==> config.mk <==
export PLATFORM = sky130hd
export DESIGN_NAME = tcrb_wrap_add
export DESIGN_NICKNAME = d
export VERILOG_FILES = /design/src/text_console_ring_buffer_assert.svh /design/src/tcrb_wrap_add.sv
export SDC_FILE = /design/constraint.sdc
export NUM_CORES = 1
export LEC_CHECK = 0
export BUFFER_PORTS_ARGS = -buffer_cell sky130_fd_sc_hd__buf_2
export CAP_MARGIN = 40
export CORE_UTILIZATION = 50
export DETAILED_ROUTE_END_ITERATION = 12
export GPL_TIMING_DRIVEN = 0
export PLACE_DENSITY = 0.83
export REMOVE_ABC_BUFFERS = 1
export SLEW_MARGIN = 10
export SYNTH_ARGS = -nofsm -noshare
export SYNTH_HDL_FRONTEND = slang
export SYNTH_SLANG_ARGS = --single-unit
==> constraint.sdc <==
create_clock -name vclk -period 8.7
set_input_delay 2.61 -clock vclk [all_inputs]
set_output_delay 2.61 -clock vclk [all_outputs]
set_load 0.03 [all_outputs]
==> src/text_console_ring_buffer_assert.svh <==
// assertion macros for the text console ring buffer
`ifndef TEXT_CONSOLE_RING_BUFFER_ASSERT_SVH
`define TEXT_CONSOLE_RING_BUFFER_ASSERT_SVH

`ifndef NO_ASSERTIONS

`define TCRB_ASSERT_ALWAYS(label, clk, rst_n, expr) \
    label: assert property (@(posedge clk) disable iff (!rst_n) (expr)) \
        else $error("text console check failed");

`define TCRB_ASSERT_IMPLY(label, clk, rst_n, ante, cons) \
    label: assert property (@(posedge clk) disable iff (!rst_n) (ante) |-> (cons)) \
        else $error("text console check failed");

`define TCRB_ASSERT_NEXT(label, clk, rst_n, ante, cons) \
    label: assert property (@(posedge clk) disable iff (!rst_n) (ante) |=> (cons)) \
        else $error("text console check failed");

`else

`define TCRB_ASSERT_ALWAYS(label, clk, rst_n, expr)
`define TCRB_ASSERT_IMPLY(label, clk, rst_n, ante, cons)
`define TCRB_ASSERT_NEXT(label, clk, rst_n, ante, cons)

`endif

`endif

==> src/tcrb_wrap_add.sv <==
`timescale 1ns / 1ps

// shared unit: add, compare against a limit, subtract the limit on overflow
module tcrb_wrap_add #(
    parameter int W = 11
) (
    input  logic [W-1:0] i_a,
    input  logic [W-1:0] i_b,
    input  logic [W-1:0] i_lim,
    output logic [W-1:0] o_res,
    output logic         o_wrap
);

    logic [W:0] sum;
    logic [W:0] diff;

    always_comb begin
        sum    = {1'b0, i_a} + {1'b0, i_b};
        diff   = sum - {1'b0, i_lim};
        o_wrap = (sum >= {1'b0, i_lim});
        o_res  = o_wrap ? diff[W-1:0] : sum[W-1:0];
    end

endmodule

* Word level (Yosys, flattened, before mapping)
Index checks and enable logic that the tools add are counted.
Cells by class: add/subtract/negate cells 2, $mul 0, div/mod/pow operators 0, magnitude comparators 1, equality and inequality tests 0, shift-type cells 0, multiplexer cells 1, bitwise logic cells 0, reduce and logical (&&, ||, !) cells 0
Operators by type and width (count):
- $add A11 B11 Y12 | 1
- $ge A12 B11 Y1 | 1
- $mux W11 | 1
- $sub A11 B11 Y11 | 1
Storage, ports and cells: bits in registers 0, latch bits 0, memory bits (writable) 0, memory bits (read-only) 0, input bits 33, output and inout bits 12, word-level logic and storage cells 4, memories kept 0

* Depth between registers and ports, before layout
depth in word-level cells 3, depth in mapped cells 14, gate-level depth less buffers 13

* Worst setup path after synthesis
No wires, ideal clock.
path kind input-to-output, from input i_a[0], to output o_res[0], arrival time 5.970 ns, path slack 0.120 ns, stages on the path 14, buffers on the path 1, cells stage by stage ha_1 fa_1 a21oi_1 o21ai_0 a2111oi_0 nor3_1 xor2_1 ha_1 and2_1 o21ai_0 a21oi_1 a311oi_2 buf_6 mux2i_1
Between the ends: word-level cells in the longest chain between the ends 3
RTL lines:
- from (decl) | line tcrb_wrap_add.sv:7 | input logic [W-1:0] i_a,
- $add A11 B11 Y12 (*) | line tcrb_wrap_add.sv:18 | sum = {1'b0, i_a} + {1'b0, i_b};
- $sub A11 B11 Y11 or $ge A12 B11 Y1 (tied branches) | line tcrb_wrap_add.sv:19, tcrb_wrap_add.sv:20
- $mux W11 (*) | line tcrb_wrap_add.sv:21 | o_res = o_wrap ? diff[W-1:0] : sum[W-1:0];
- to (decl) | line tcrb_wrap_add.sv:10 | output logic [W-1:0] o_res,
Every way passes the cells marked *; elsewhere a longest branch is shown, timed or not.

* Final worst setup path
from input i_a[1], to output o_res[1]
The elaborated chain is that of the path after synthesis.

==> flow_summary_export.csv <==
group,metric,value,unit
power,p_sw_frac,0.5490,
setup_path,crit_required,6.09,ns
power,p_switching,0.0001691,W
timing,finalCriticalPeriod,8.593,ns
route,drc,0,
setup_path,crit_fanout,6,
setup_path,cp-start-kind,"primary input",
timing,fmax,116.4,MHz
final_layout,design_area,1505,um^2
cts,cts_hold_buf,0,
timing,maxSlewViolCount,0,
status,outcome,"completed",
global_routing,grt.total_usage,0.2150,
global_routing,grt_pass1_wl,4.305,mm
floorplan,rows,16,
route,viasPerCell,5.455,
worst_hold_path,hold_start,"i_lim[0]",
synthesis,syn-cell-area,1120,um^2
final_layout,regArea,0,um^2
synthesis,syn-instance-count,141,
setup_path,cpMaxStageDelayCell,"ha_1",
timing,post-route-period-util,0.9877,
route,route.vias.total,1200,
global_routing,antenna_found_initial,0,
floorplan,coreArea,2042,um^2
synthesis,synthMuxAreaShare,0.1363,
global_routing,overflow,0,
global_routing,grt_pass1_vias,1057,
placed_design,place_area,1383,um^2
synthesis,synth.largest_area_cell,"ha_1",
power,ir_worst_vdd,0.1625,mV
setup_path,critPathArrivalTime,5.98,ns
setup_path,crit_chain,"buf_2 > ha_1 > a21o_1 > a21oi_2 > o31a_1 > o21ai_0 > xnor2_1 > ha_1 > a21o_1 > nor2_1 > a21oi_1 > a311oi_2 > buf_4 > buf_6 > mux2_2 > buf_6",
timing,setup_viol,0,
route,dr.pass1.iters,4,
setup_path,crit_family,"compound AO/OA/AOI/OAI gates",
synthesis,synth_adder_area_share,0.2816,
synthesis,yosys.area_share.simple,0.1184,
final_layout,syn_to_final_growth,34.41,%
synthesis,syn_avg_cell_area,7.942,um^2
power,power_density,204.7,nW/um^2
final_layout,numSequentialCells,0,
final_layout,antennaDiodeCount,0,
power,p_seq_frac,0,
synthesis,synth_area_leaders,"ha_1, mux2_4, xnor2_1",
setup_path,critPathCaptureType,"output pin",
route,drtAntennaViolNets,0,
floorplan,initial_core_util,0.5484,
final_layout,clkbuf_count,0,
placed_design,portBuffers,45,
floorplan,dieHeight,49.33,um
synthesis,yosysWarningCount,0,
route,postRouteWirelength,2.877,mm
synthesis,synth_compound_area_frac,0.2670,
synthesis,synth-seq-area-share,0,
synthesis,synth_top_cell_area_share,0.2458,
floorplan,fp.dieW,49.33,um
floorplan,io_pins,45,
power,p_leak,0.8172,nW
setup_path,startpoint,"i_a[1]",
power,power,0.0003081,W
power,pwr-share-clk,0,
synthesis,yosysMostFrequentCell,"ha_1",
placed_design,place.gp.congestion,0.7944,
placed_design,dp_hpwl,2.226,mm
synthesis,synth_top_family_by_area,"adder cells",
setup_path,criticalPathCategory,"in2out",
final_layout,drive_above_1_share,0.3938,
global_routing,grt_max_degree,7,
power,p_int,0.0001389,W
synthesis,synthDistinctLibCells,31,
power,power.combinational.fraction,1.000,
final_layout,nets,252,
route,drt_iter0_drc,17,
synthesis,synth.top_cells.by_count,"ha_1, inv_1, a21oi_1, xnor2_1, nor2_1",
synthesis,synth_xor_area_frac,0.1330,
job,maxCapViolations,0,
setup_path,cp.buffers_inverters,4,
setup_path,slowest_delay,0.35,ns
timing,slew-limit-headroom,0.7967,
route,wire_per_inst,13.08,um
timing,hold_violations,0,
timing,worstMarginPinSlew,0.3028,ns
worst_hold_path,hold_path.class,"in2out",
floorplan,fp.dieArea,2433,um^2
==> what timing repair did <==
action	4_1_cts	5_1_grt
pin swaps	4	10
setup buffers	4	2
endpoints found under the setup margin	12	11
gates resized for setup	4	17
==> worst paths after layout <==
| kind | endpoint | slack (ns) | cells past startpoint |
|---|---|---|---|
| worst max-delay path | o_res[1] | 0.11 | 16 |
| worst min-delay path | o_res[0] | 5.69 | 4 |
==> cells in the final DEF (no fill, tap or decap), types with 2 or more instances in the layout <==
| cell | count |
|---|---|
| xor2_1 | 5 |
| nand2_1 | 9 |
| nand4_1 | 2 |
| buf_4 | 6 |
| buf_2 | 43 |
| o21ai_0 | 3 |
| xnor2_1 | 12 |
| buf_6 | 3 |
| o21a_1 | 4 |
| mux2_4 | 8 |
| ha_1 | 21 |
| a21oi_2 | 2 |
| o21bai_1 | 3 |
| nor3_1 | 4 |
| a21oi_4 | 2 |
| inv_1 | 16 |
| nor2_1 | 10 |
| a21oi_1 | 10 |
| mux2_2 | 2 |
| a21o_1 | 8 |
| a211o_1 | 2 |
==> metal layers <==
metal / wire length [um] / vias to the layer above / global-route usage / part of all wire
met5: 0 / - / 0 / 0
met4: 0 / 0 / 0 / 0
met3: 95 / 0 / 0 / 0.033
met2: 1614 / 33 / 0.4635 / 0.56
met1: 1167 / 552 / 0.2390 / 0.41
li1: - / 615 / - / -
==> through the flow <==
stage	utilization	setup TNS [ns]	hold slack (ns)	cells	setup slack (ns)
2_1_floorplan	-	-0.7724	5.554	140	-0.2882
3_3_place_gp	0.6697	-8.447	5.671	212	-0.7834
3_5_place_dp	0.6771	-4.670	5.685	214	-0.5967
4_1_cts	0.6955	0	5.686	218	0.04555
5_1_grt	0.7371	-0.07402	5.718	220	-0.02871
6_report	0.7371	0	5.685	220	0.1068
==> cells by family (layout without fill, tap and decap cells) <==
logic type               count (synthesis)  in the layout
XOR/XNOR                                17             17
AO/OA/AOI/OAI                           42             42
multiplexers                            11             11
AND/OR/NAND/NOR                         30             30
buffers and inverters                   17             69
adder cells (fa/ha/maj)                 24             24
==> power by group through the flow <==
stage	logic, W	registers [W]	clock network (W)
floorplan	0.000221	0	0
global placement	0.000269	0	0
detailed placement	0.000280	0	0
CTS	0.000289	0	0
global route	0.000331	0	0
finish	0.000308	0	0
==> layout make-up <==
cell class         count  area, um^2
well taps             27       33.78
inverters             16       60.06
fillers              184       536.8
multi-input cells    124        1110
repair buffers        53       301.5
==> worst min-delay path, cell delays in order <==
cell	delay, ns
buf_2	0.08
ha_1	0.14
mux2i_1	0.07
buf_2	0.17
Note: power is estimated with default switching activity, not from simulation.
